<file path="src/sv/owfa_pkg.sv">
// ----------------------------------------------------------------------------
// owfa_pkg: shared types and constants
// Widths, request/status codes, the control FSM state type and the per-cell
// control struct for the overwrite FIFO with window average.
// ----------------------------------------------------------------------------
package owfa_pkg;

  localparam int DEPTH     = 5;
  localparam int HANDLE_W  = 16;
  localparam int YEAR_W    = 13;
  localparam int CNT_W     = $clog2(DEPTH + 1);
  localparam int IDX_W     = (DEPTH > 1) ? $clog2(DEPTH) : 1;
  localparam int SUM_W     = YEAR_W + CNT_W;
  localparam int DIGIT_W   = 4;
  localparam int DIV_STEPS = (SUM_W + DIGIT_W - 1) / DIGIT_W;
  localparam int MAG_W     = DIV_STEPS * DIGIT_W;
  localparam int STEP_W    = (DIV_STEPS > 1) ? $clog2(DIV_STEPS) : 1;

  typedef enum logic {
    REQ_INSERT = 1'b0,
    REQ_REMOVE = 1'b1
  } req_e_t;

  typedef enum logic [1:0] {
    ST_INSERTED = 2'd0,
    ST_REMOVED  = 2'd1,
    ST_EMPTY    = 2'd2
  } status_e_t;

  typedef enum logic {
    FSM_IDLE = 1'b0,
    FSM_DIV  = 1'b1
  } fsm_e_t;

  typedef struct packed {
    logic load;   // take the incoming request's entry
    logic shift;  // take the entry of the next-younger cell
  } cell_ctrl_t;

endpackage

</file>
<file path="src/sv/owfa_cell.sv">
// ----------------------------------------------------------------------------
// owfa_cell: one FIFO entry
// Holds a handle and a year; loads a new entry or shifts in its neighbor's.
// ----------------------------------------------------------------------------
module owfa_cell (
  input  logic                                clk,
  input  owfa_pkg::cell_ctrl_t                ctrl,
  input  logic        [owfa_pkg::HANDLE_W-1:0] nb_handle,
  input  logic signed [owfa_pkg::YEAR_W-1:0]   nb_year,
  input  logic        [owfa_pkg::HANDLE_W-1:0] new_handle,
  input  logic signed [owfa_pkg::YEAR_W-1:0]   new_year,
  output logic        [owfa_pkg::HANDLE_W-1:0] handle,
  output logic signed [owfa_pkg::YEAR_W-1:0]   year
);
  import owfa_pkg::*;

  logic        [HANDLE_W-1:0] handle_r;
  logic signed [YEAR_W-1:0]   year_r;

  // load wins: on an insert into a full queue the tail cell loads
  always_ff @(posedge clk) begin
    priority if (ctrl.load) begin
      handle_r <= new_handle;
      year_r   <= new_year;
    end else if (ctrl.shift) begin
      handle_r <= nb_handle;
      year_r   <= nb_year;
    end
  end

  assign handle = handle_r;
  assign year   = year_r;

endmodule

</file>
<file path="src/sv/owfa_div.sv">
// ----------------------------------------------------------------------------
// owfa_div: iterative signed-by-count divider
// Restoring division, DIGIT_W quotient bits per cycle, truncates toward zero.
// ----------------------------------------------------------------------------
module owfa_div (
  input  logic                              clk,
  input  logic                              rst_n,
  input  logic                              start,
  input  logic [owfa_pkg::SUM_W-1:0]        sum_i,
  input  logic [owfa_pkg::CNT_W-1:0]        cnt_i,
  output logic                              done,
  output logic signed [owfa_pkg::YEAR_W-1:0] quo
);
  import owfa_pkg::*;

  logic               busy_r, prep_r, done_r, neg_r;
  logic [STEP_W-1:0]  step_r;
  logic [SUM_W-1:0]   sum_r;
  logic [CNT_W-1:0]   dvs_r;
  logic [CNT_W:0]     rem_r, rem_nxt;
  logic [MAG_W-1:0]   q_r, q_nxt, q_signed;
  logic [SUM_W-1:0]   mag;

  assign mag = sum_r[SUM_W-1] ? (~sum_r + 1'b1) : sum_r;

  // DIGIT_W restoring steps on a narrow remainder
  always_comb begin
    rem_nxt = rem_r;
    q_nxt   = q_r;
    for (int k = 0; k < DIGIT_W; k++) begin
      rem_nxt = {rem_nxt[CNT_W-1:0], q_nxt[MAG_W-1]};
      q_nxt   = {q_nxt[MAG_W-2:0], 1'b0};
      if (rem_nxt >= {1'b0, dvs_r}) begin
        rem_nxt  = rem_nxt - {1'b0, dvs_r};
        q_nxt[0] = 1'b1;
      end
    end
  end

  always_ff @(posedge clk) begin
    if (!rst_n) begin
      busy_r <= 1'b0;
      prep_r <= 1'b0;
      done_r <= 1'b0;
      step_r <= '0;
    end else if (start) begin
      busy_r <= 1'b1;
      prep_r <= 1'b1;
      done_r <= 1'b0;
    end else if (busy_r) begin
      if (prep_r) begin
        prep_r <= 1'b0;
        step_r <= '0;
      end else begin
        step_r <= step_r + 1'b1;
        if (step_r == STEP_W'(DIV_STEPS - 1)) begin
          busy_r <= 1'b0;
          done_r <= 1'b1;
        end
      end
    end
  end

  always_ff @(posedge clk) begin
    if (start) begin
      sum_r <= sum_i;
      dvs_r <= cnt_i;
    end else if (busy_r) begin
      if (prep_r) begin
        neg_r <= sum_r[SUM_W-1];
        q_r   <= MAG_W'(mag);
        rem_r <= '0;
      end else begin
        q_r   <= q_nxt;
        rem_r <= rem_nxt;
      end
    end
  end

  assign q_signed = neg_r ? (~q_r + 1'b1) : q_r;
  assign quo      = q_signed[YEAR_W-1:0];
  assign done     = done_r;

endmodule

</file>
<file path="src/sv/overwrite_fifo_window_average.sv">
// ----------------------------------------------------------------------------
// overwrite_fifo_window_average: bounded FIFO with running mean of years
// Top level: cell chain, fill count, running sum, divider and result register.
// ----------------------------------------------------------------------------
// A FIFO of DEPTH entries (handle + signed year). An insert into a full queue
// drops the oldest entry, appends the new one and returns the truncated mean
// of all stored years. A remove returns the oldest entry, or status EMPTY when
// nothing is stored (no state change). Each request gives one result. Removes
// are answered in the cycle after acceptance; an insert's mean comes from the
// divider, which retires DIGIT_W quotient bits per cycle after a sign/magnitude
// prep step. A new request is taken only when the output register is empty
// or its result is taken at the same edge; a result held by out_stall stalls
// the request side, and in_stall stays high while an insert's mean is being
// computed. No clearing pass after reset; entries are only read below the
// fill count.
// ----------------------------------------------------------------------------
module overwrite_fifo_window_average (
  input  logic                                clk,
  input  logic                                rst_n,
  input  logic                                in_valid,
  output logic                                in_stall,
  input  logic                                in_req_type,
  input  logic        [owfa_pkg::HANDLE_W-1:0] in_entry_handle,
  input  logic signed [owfa_pkg::YEAR_W-1:0]   in_year_value,
  output logic                                out_valid,
  input  logic                                out_stall,
  output logic        [1:0]                   out_status,
  output logic signed [owfa_pkg::YEAR_W-1:0]   out_mean_year,
  output logic        [owfa_pkg::HANDLE_W-1:0] out_removed_handle,
  output logic signed [owfa_pkg::YEAR_W-1:0]   out_removed_year
);
  import owfa_pkg::*;

  // control state
  fsm_e_t             state_r, state_nxt;
  logic [CNT_W-1:0]   fill_r, fill_nxt;
  logic [SUM_W-1:0]   sum_r, sum_nxt;

  // request decode
  logic               acc, acc_ins, acc_rem, full, empty;
  logic [IDX_W-1:0]   wr_idx;
  logic [SUM_W-1:0]   year_in_ext, year_old_ext;

  // cell chain
  cell_ctrl_t                ctrl   [DEPTH];
  logic        [HANDLE_W-1:0] c_handle[DEPTH];
  logic signed [YEAR_W-1:0]   c_year  [DEPTH];

  // divider
  logic                      div_done;
  logic signed [YEAR_W-1:0]  div_quo;

  // output register
  logic                      out_free, load_div;
  logic                      out_valid_r;
  status_e_t                 out_status_r;
  logic signed [YEAR_W-1:0]  out_mean_r, out_ryear_r;
  logic [HANDLE_W-1:0]       out_rhandle_r;

  assign out_free = !out_valid_r || !out_stall;
  assign acc      = in_valid && !in_stall;
  assign acc_ins  = acc && (in_req_type == REQ_INSERT);
  assign acc_rem  = acc && (in_req_type == REQ_REMOVE);
  assign full     = (fill_r == CNT_W'(DEPTH));
  assign empty    = (fill_r == '0);
  assign wr_idx   = full ? IDX_W'(DEPTH - 1) : fill_r[IDX_W-1:0];

  // ---- FSM: next state ----
  always_comb begin
    state_nxt = state_r;
    unique case (state_r)
      FSM_IDLE: if (acc_ins) state_nxt = FSM_DIV;
      FSM_DIV:  if (div_done && out_free) state_nxt = FSM_IDLE;
      default:  state_nxt = FSM_IDLE;
    endcase
  end

  // ---- FSM: outputs ----
  always_comb begin
    in_stall = 1'b1;
    load_div = 1'b0;
    unique case (state_r)
      FSM_IDLE: in_stall = !out_free;
      FSM_DIV:  load_div = div_done && out_free;
      default:  in_stall = 1'b1;
    endcase
  end

  // ---- cell chain: entry 0 is the oldest ----
  // Every cell shifts toward the head on a drop; the write slot loads.
  for (genvar i = 0; i < DEPTH; i++) begin : g_cell
    assign ctrl[i].shift = (acc_ins && full) || (acc_rem && !empty);
    assign ctrl[i].load  = acc_ins && (wr_idx == IDX_W'(i));

    if (i < DEPTH - 1) begin : g_mid
      owfa_cell u_cell (
        .clk        (clk),
        .ctrl       (ctrl[i]),
        .nb_handle  (c_handle[i+1]),
        .nb_year    (c_year[i+1]),
        .new_handle (in_entry_handle),
        .new_year   (in_year_value),
        .handle     (c_handle[i]),
        .year       (c_year[i])
      );
    end else begin : g_tail
      // tail shifts in don't-care data; it lies beyond the fill count
      owfa_cell u_cell (
        .clk        (clk),
        .ctrl       (ctrl[i]),
        .nb_handle  (in_entry_handle),
        .nb_year    (in_year_value),
        .new_handle (in_entry_handle),
        .new_year   (in_year_value),
        .handle     (c_handle[i]),
        .year       (c_year[i])
      );
    end
  end

  // ---- fill count and running sum of stored years ----
  assign year_in_ext  = {{CNT_W{in_year_value[YEAR_W-1]}}, in_year_value};
  assign year_old_ext = {{CNT_W{c_year[0][YEAR_W-1]}}, c_year[0]};

  always_comb begin
    fill_nxt = fill_r;
    sum_nxt  = sum_r;
    if (acc_ins) begin
      if (full) begin
        sum_nxt = sum_r + year_in_ext - year_old_ext;
      end else begin
        fill_nxt = fill_r + 1'b1;
        sum_nxt  = sum_r + year_in_ext;
      end
    end else if (acc_rem && !empty) begin
      fill_nxt = fill_r - 1'b1;
      sum_nxt  = sum_r - year_old_ext;
    end
  end

  always_ff @(posedge clk) begin
    if (!rst_n) begin
      state_r <= FSM_IDLE;
      fill_r  <= '0;
      sum_r   <= '0;
    end else begin
      state_r <= state_nxt;
      fill_r  <= fill_nxt;
      sum_r   <= sum_nxt;
    end
  end

  // mean = new sum / new count, count is at least one after an insert
  owfa_div u_div (
    .clk   (clk),
    .rst_n (rst_n),
    .start (acc_ins),
    .sum_i (sum_nxt),
    .cnt_i (fill_nxt),
    .done  (div_done),
    .quo   (div_quo)
  );

  // ---- result register ----
  always_ff @(posedge clk) begin
    if (!rst_n) begin
      out_valid_r <= 1'b0;
    end else if (acc_rem || load_div) begin
      out_valid_r <= 1'b1;
    end else if (!out_stall) begin
      out_valid_r <= 1'b0;
    end
  end

  always_ff @(posedge clk) begin
    if (load_div) begin
      out_status_r  <= ST_INSERTED;
      out_mean_r    <= div_quo;
      out_rhandle_r <= '0;
      out_ryear_r   <= '0;
    end else if (acc_rem) begin
      out_status_r  <= empty ? ST_EMPTY : ST_REMOVED;
      out_mean_r    <= '0;
      out_rhandle_r <= empty ? '0 : c_handle[0];
      out_ryear_r   <= empty ? '0 : c_year[0];
    end
  end

  assign out_valid          = out_valid_r;
  assign out_status         = out_status_r;
  assign out_mean_year      = out_mean_r;
  assign out_removed_handle = out_rhandle_r;
  assign out_removed_year   = out_ryear_r;

  // ---- assertions ----
  a_fill_bound: assert property (@(posedge clk) disable iff (!rst_n)
    fill_r <= CNT_W'(DEPTH))
    else $error("fill count above depth");

  a_remove_dec: assert property (@(posedge clk) disable iff (!rst_n)
    (acc_rem && !empty) |=> (fill_r == $past(fill_r) - 1'b1))
    else $error("remove did not drop one entry");

  a_insert_div: assert property (@(posedge clk) disable iff (!rst_n)
    acc_ins |=> (state_r == FSM_DIV && !div_done))
    else $error("insert did not start a fresh division");

  a_empty_zero: assert property (@(posedge clk) disable iff (!rst_n)
    (out_valid_r && out_status_r == ST_EMPTY) |->
      (out_mean_r == '0 && out_rhandle_r == '0 && out_ryear_r == '0))
    else $error("empty-queue result carries data");

endmodule

</file>
<file path="config.mk">
export PLATFORM = sky130hd
export DESIGN_NAME = overwrite_fifo_window_average
export DESIGN_NICKNAME = d
export VERILOG_FILES = /design/src/sv/owfa_pkg.sv /design/src/sv/owfa_cell.sv /design/src/sv/owfa_div.sv /design/src/sv/overwrite_fifo_window_average.sv
export SDC_FILE = /design/constraint.sdc
export NUM_CORES = 1
export LEC_CHECK = 0
export BUFFER_PORTS_ARGS = -buffer_cell sky130_fd_sc_hd__buf_2
export CORE_MARGIN = 8
export CORE_UTILIZATION = 56
export DETAILED_ROUTE_END_ITERATION = 16
export MAX_ROUTING_LAYER = met4
export PLACE_DENSITY = 0.79
export SLEW_MARGIN = 0
export SYNTH_ARGS = -nofsm -noshare
export SYNTH_HDL_FRONTEND = slang
export SYNTH_HIERARCHICAL = 1
export SYNTH_SLANG_ARGS = --single-unit
</file>
<file path="constraint.sdc">
create_clock -name clk -period 5.6 [get_ports clk]
set_input_delay 0.84 -clock clk [delete_from_list [all_inputs] [get_ports clk]]
set_output_delay 0.84 -clock clk [all_outputs]
set_load 0.02 [all_outputs]
</file>
After elaboration in Yosys (flattened, before gate mapping)
Index checks and enable logic that the tools add are counted.
{ "totals": {"regBits": 254, "latchBits": 0, "ram_bits": 0, "romBits": 0, "inputBits": 34, "elab_cells": 146, "mem_count": 0} }
{ "classes": {"n_addsub": 12, "multipliers": 0, "n_div": 0, "magnitude_cmp": 4, "n_eq_ne": 7, "shifts": 0, "n_mux": 57, "n_bitwise": 7, "n_reduce_logical": 32} }
{ "op_table": {"columns": ["cell", "n"], "rows": [
  ["$mux 16", 16],
  ["$mux 13", 14],
  ["$sub 16x16->16", 2],
  ["$mux 3", 8],
  ["$add 16x1->16 const B", 1],
  ["$add 16x16->16", 1],
  ["$ge 4x3->1", 4],
  ["$mux 1", 16],
  ["$not 16->16", 1],
  ["$reduce_bool 2->1", 7],
  ["$add 13x1->13 const B", 1],
  ["$not 13->13", 1],
  ["$sub 3x3->3", 4],
  ["$logic_and 1x1->1", 11],
  ["$eq 3x2->1 const B", 2],
  ["$eq 3x3->1 const B", 2],
  ["$logic_not 3->1", 2],
  ["$reduce_and 3->1", 2],
  ["$logic_not 1->1", 5],
  ["$not 1->1", 5],
  ["$mux 2", 2],
  ["$add 3x1->3 const B", 1],
  ["$eq 3x1->1 const B", 1],
  ["$logic_or 1x1->1", 3],
  ["other kinds (7)", 7]
]} }

Longest topological paths before layout
{ "depth": {"depth_word": 11, "ltp_mapped": 26} }

Hierarchy
The synthesis kept the hierarchy.
{ "by_module_without_submodules": {"columns": ["mod", "instances", "cells_per_inst", "area_each_um2", "seq_area_each_um2"], "rows": [
  ["owfa_cell", 5, 62, 1346.3, 870.8],
  ["overwrite_fifo_window_average", 1, 577, 4924.7, 1431.4],
  ["owfa_div", 1, 259, 2850.2, 1271.2]
]} }

Worst setup path before layout
No wires, ideal clock.
{ "synth_path": {"path_type": "reg-to-reg", "startpoint": "register u_div.dvs_r[1]", "endpoint": "register u_div.rem_r[0], data pin", "t_arrival_ns": 5.231, "setup_slack_ns": 0.109, "stages_incl_launch_ff": 23, "period_less_slack_ns": 5.491, "cell_sequence": "edfxtp_1 inv_1 fa_1 a211oi_2 a21boi_0 or2_2 ha_1 nor2b_1 nor3_4 o31ai_4 o21a_1 inv_1 fa_1 a21bo_2 a21oi_1 o211ai_2 o21ai_0 a21boi_0 ha_1 a21o_1 a21oi_1 o221a_4 mux2_4"} }
{ "synth_via": {"elab_chain_len": 8} }
{ "synth_lines": {"columns": ["element", "line", "text"], "rows": [
  ["start: declaration", "owfa_div.sv:19", "logic [CNT_W-1:0] dvs_r;"],
  ["start signal: assignment", "owfa_div.sv:67", "dvs_r <= cnt_i;"],
  ["$ge 4x3->1 / $sub 3x3->3 (equally long branches)", "owfa_div.sv:33, owfa_div.sv:34", null],
  ["$mux 3", "owfa_div.sv:33", "if (rem_nxt >= {1'b0, dvs_r}) begin"],
  ["$ge 4x3->1 / $sub 3x3->3 (equally long branches)", "owfa_div.sv:33, owfa_div.sv:34", null],
  ["$mux 3", "owfa_div.sv:33", null],
  ["$ge 4x3->1 / $sub 3x3->3 (equally long branches)", "owfa_div.sv:33, owfa_div.sv:34", null],
  ["$mux 3", "owfa_div.sv:33", null],
  ["$ge 4x3->1 (*)", "owfa_div.sv:33", null],
  ["$mux 3 (*)", "owfa_div.sv:33", null],
  ["end signal: assignment", "owfa_div.sv:75", "rem_r <= rem_nxt;"],
  ["end: declaration", "owfa_div.sv:20", "logic [CNT_W:0] rem_r, rem_nxt;"]
]} }
Every way passes the cells marked *; elsewhere a longest branch is shown, timed or not.
A chain may end at the register's enable or synchronous reset.

Final worst setup path
{ "layout_path": {"startpoint": "register u_div.q_r[15]", "endpoint": "register u_div.rem_r[0], data pin"} }
{ "layout_via": {"elab_chain_len": 8} }
{ "layout_lines": {"columns": ["element", "line", "text"], "rows": [
  ["start: declaration", "owfa_div.sv:21", "logic [MAG_W-1:0] q_r, q_nxt, q_signed;"],
  ["start signal: assignment", "owfa_div.sv:71", "q_r <= MAG_W'(mag);"],
  ["start signal: assignment", "owfa_div.sv:74", "q_r <= q_nxt;"],
  ["$ge 4x3->1 / $sub 3x3->3 (equally long branches)", "owfa_div.sv:33, owfa_div.sv:34", null],
  ["$mux 3 (*)", "owfa_div.sv:33", null],
  ["$ge 4x3->1 / $sub 3x3->3 (equally long branches)", "owfa_div.sv:33, owfa_div.sv:34", null],
  ["$mux 3 (*)", "owfa_div.sv:33", null],
  ["$ge 4x3->1 / $sub 3x3->3 (equally long branches)", "owfa_div.sv:33, owfa_div.sv:34", null],
  ["$mux 3 (*)", "owfa_div.sv:33", null],
  ["$ge 4x3->1 (*)", "owfa_div.sv:33", null],
  ["$mux 3 (*)", "owfa_div.sv:33", null]
]} }
Marks and branches as above.

==> flow_summary.toml <==
[setup_path]
crit_top_cell = "inv_1"
cp_top_family = "compound AO/OA/AOI/OAI gates"
crit_type = "flip-flop to flip-flop"
end_kind = "flip-flop"
cp_slowest_cell = "fa_1"
cp.arrival_ns = 5.65
critPathLaunchType = "flip-flop"
required_ns = 5.89
path_max_fanout = 5
max_stage_delay_ns = 0.39
crit_buf_inv = 3

[drt]
drt_iter0_markers = 518
vias = 9352
drc = 0
ant_nets = 0
firstDrtPassIters = 5
routed_wirelength_mm = 31.3
wire_per_inst_um = 19.5
detail_route.vias_per_cell = 5.85

[logic_synthesis]
synth_edf_count = 197
synthCells = 1146
synth_cell_types = 89
yosys_warnings = 6
ys_seq_area_frac = 0.486
synth_fp_nets = 1253
ys.flop_type = "edfxtp_1"
syn_avg_cell_area_um2 = 12.7
ys_seq_elements = 254
synthArstFlopShare = 0
synthesis.area_um2 = 14500

[clock_tree]
hold_buffers = 0
clk_latency_ns = 0.55
cts_sinks = 254
cts_root_buffer = "clkbuf_16"
cts.clk_slew.worst_paths_ns = 0.06
clock_path_buffers = 3
cts-htree-levels = 1
cts_tree = "built"
numCtsBuffers = 27

[placed_design]
placed_cells = 1539
gp_routability_congestion = 0.922
dpl.hpwl_mm = 22.4
port_buffers = 79

[flow_run]
drv_cap = 0

[sta]
period_minus_slack_ns = 5.36
slew_viol_final = 0
relSlewSlack = 0.361
clock_skew_ns = 0.0126
finalSetupViolCount = 0
post-route-period-util = 0.957
worstMarginPinSlew_ns = 0.958
hold_viol = 0
max_freq_mhz = 187

[pwr]
ir_drop_mv = 0.312
p_leak_nw = 6.53
p_int_mw = 3.89
clkPwrFrac = 0.310
netSwitchingFraction = 0.293
p_per_area_nw_per_um2 = 339
switchingPower_mw = 1.61
p_comb_frac = 0.271
power_frac_seq = 0.419

[hold_path]
hp-class = "flip-flop to flip-flop"

[grt]
grt_start_max_net_pins = 44
grt_pass1_wl_mm = 50.6
antenna_found_initial = 0
overflow = 0
gr-usage-all-layers = 0.205
grt_pass1_vias = 9655

[finish]
final_nets = 1351
synthToLayoutAreaGrowth_pct = 11.7
fill_cells = 1921
n_antenna_cell = 0
drive_gt1_frac = 0.279
final_cells = 1600
post-route-util = 0.629

[floorplanning]
die-area_um2 = 31300
core_area_um2 = 25800
start_util = 0.563
die_x_um = 177
die_y_um = 177
num_rows = 59
boundaryPins = 80

[run_status]
status = "finished clean"
[tightest hold or removal path, stage by stage (launching register included)]
cell and delay [ns]:
dfxtp_1 0.30, nand2_1 0.05, nand2_1 0.04
[routing by layer]
metal / part of all wire / vias to the layer above / track usage
met4: 0.020 / 0 / 0.0487
met2: 0.50 / 207 / 0.350
met1: 0.44 / 4626 / 0.256
met3: 0.044 / 48 / 0.0254
met5: 0 / - / -
li1: - / 4471 / -
[placed cells by master (no fill, tap or decap), types with 5 or more instances in the layout]
| cell type | Yosys | final |
|---|---|---|
| buf_2 | 4 | 79 |
| a211oi_1 | 8 | 8 |
| ha_1 | 66 | 66 |
| nor2b_1 | 11 | 9 |
| clkbuf_1 | 18 | 7 |
| or3_1 | 7 | 7 |
| inv_1 | 47 | 47 |
| a31oi_1 | 10 | 10 |
| o22ai_1 | 5 | 5 |
| a21oi_1 | 52 | 51 |
| xor2_1 | 18 | 18 |
| dfxtp_1 | 57 | 57 |
| o31ai_1 | 7 | 7 |
| nor2_1 | 52 | 51 |
| buf_4 | 1 | 28 |
| o21bai_1 | 7 | 7 |
| fa_1 | 7 | 6 |
| o21ai_0 | 45 | 43 |
| nor3_1 | 15 | 15 |
| nand3b_1 | 5 | 5 |
| o21a_1 | 12 | 12 |
| o211ai_1 | 10 | 10 |
| clkbuf_16 | 0 | 27 |
| a21oi_2 | 4 | 5 |
| and3_1 | 8 | 6 |
| and2_1 | 33 | 33 |
| a22o_1 | 17 | 17 |
| or2_2 | 7 | 7 |
| mux2_4 | 146 | 146 |
| nand3_1 | 12 | 12 |
| nand2_1 | 76 | 76 |
| a21o_1 | 18 | 18 |
| mux2i_1 | 8 | 8 |
| clkinv_1 | 1 | 8 |
| edfxtp_1 | 197 | 197 |
| xnor2_1 | 42 | 42 |
| nand2b_1 | 9 | 9 |
| mux2_2 | 6 | 6 |
[flip-flops by register name, indices dropped and copies added, names as in the netlist, 16 cells and up]
| name | cells |
|---|---|
| g_cell.g_mid.u_cell/handle | 64 |
| g_cell.g_mid.u_cell/year | 52 |
| u_div/sum_r | 16 |
| out_removed_handle | 16 |
| sum_r | 16 |
| g_cell.g_tail.u_cell/handle | 16 |
| u_div/q_r | 16 |
[worst paths after layout]
check / cells after the start / slack, ns / endpoint / from
worst max-delay path: 25 / 0.24 / u_div/rem_r[0] / u_div/q_r[15]
worst min-delay path: 2 / 0.44 / out_status[0] / out_status[0]
worst max register to register: 25 / 0.24 / u_div/rem_r[0] / u_div/q_r[15]
worst min register to register: 2 / 0.44 / out_status[0] / out_status[0]
[power groups by stage]
stage	clock, mW	sequential, mW	combinational [mW]
after floorplan	0	2.36	1.03
after global placement	0	2.34	1.36
after detailed placement	0	2.34	1.40
after CTS	1.75	2.31	1.43
after global routing	1.82	2.32	1.63
final	1.71	2.31	1.49
[cell usage after synthesis (33+ instances only)]
master | count | area share
xnor2_1 | 42 | 0.025
ha_1 | 66 | 0.057
inv_1 | 47 | 0.012
and2_1 | 33 | 0.014
mux2_4 | 146 | 0.15
a21oi_1 | 52 | 0.018
nand2_1 | 76 | 0.020
edfxtp_1 | 197 | 0.41
nor2_1 | 52 | 0.013
o21ai_0 | 45 | 0.016
dfxtp_1 | 57 | 0.079
[cells by family after synthesis]
family / after synthesis / share of synthesized area
buf+inv: 91 / 0.0329
flops: 254 / 0.486
fa+ha+maj: 73 / 0.0666
simple gates: 257 / 0.0910
compound gates: 251 / 0.125
mux: 160 / 0.161
xor+xnor: 60 / 0.0362
[per-stage QoR]
| step | setup slack [ns] | power (mW) | hold WS (ns) | TNS, ns | area, um^2 |
|---|---|---|---|---|---|
| after floorplan | 0.109 | 3.39 | 0.436 | 0 | 14500 |
| after global placement | 0.0762 | 3.70 | 0.427 | 0 | 15300 |
| after detailed placement | -0.0925 | 3.74 | 0.432 | -0.0925 | 15300 |
| after CTS | 0.0501 | 5.48 | 0.441 | 0 | 16100 |
| after global routing | -0.0346 | 5.77 | 0.472 | -0.0346 | 16200 |
| final | 0.242 | 5.50 | 0.437 | 0 | 16200 |
[final cells by class]
cell class / count / area (um^2) / share of cell area
well taps: 335 / 419 / 0.0259
inverters: 49 / 184 / 0.0113
multi-input cells: 801 / 7010 / 0.433
repair buffers: 111 / 686 / 0.0423
clock buffers: 35 / 716 / 0.0442
clock inverters: 15 / 134 / 0.00826
flip-flops and latches: 254 / 7060 / 0.435
[repair_timing]
| action | CTS | global route |
|---|---|---|
| pin swaps | 3 | 4 |
| endpoints found under the setup margin | 1 | 4 |
| setup buffers | 4 | 7 |
| resized for setup | 3 | 5 |
(Power assumes the default switching activity.)
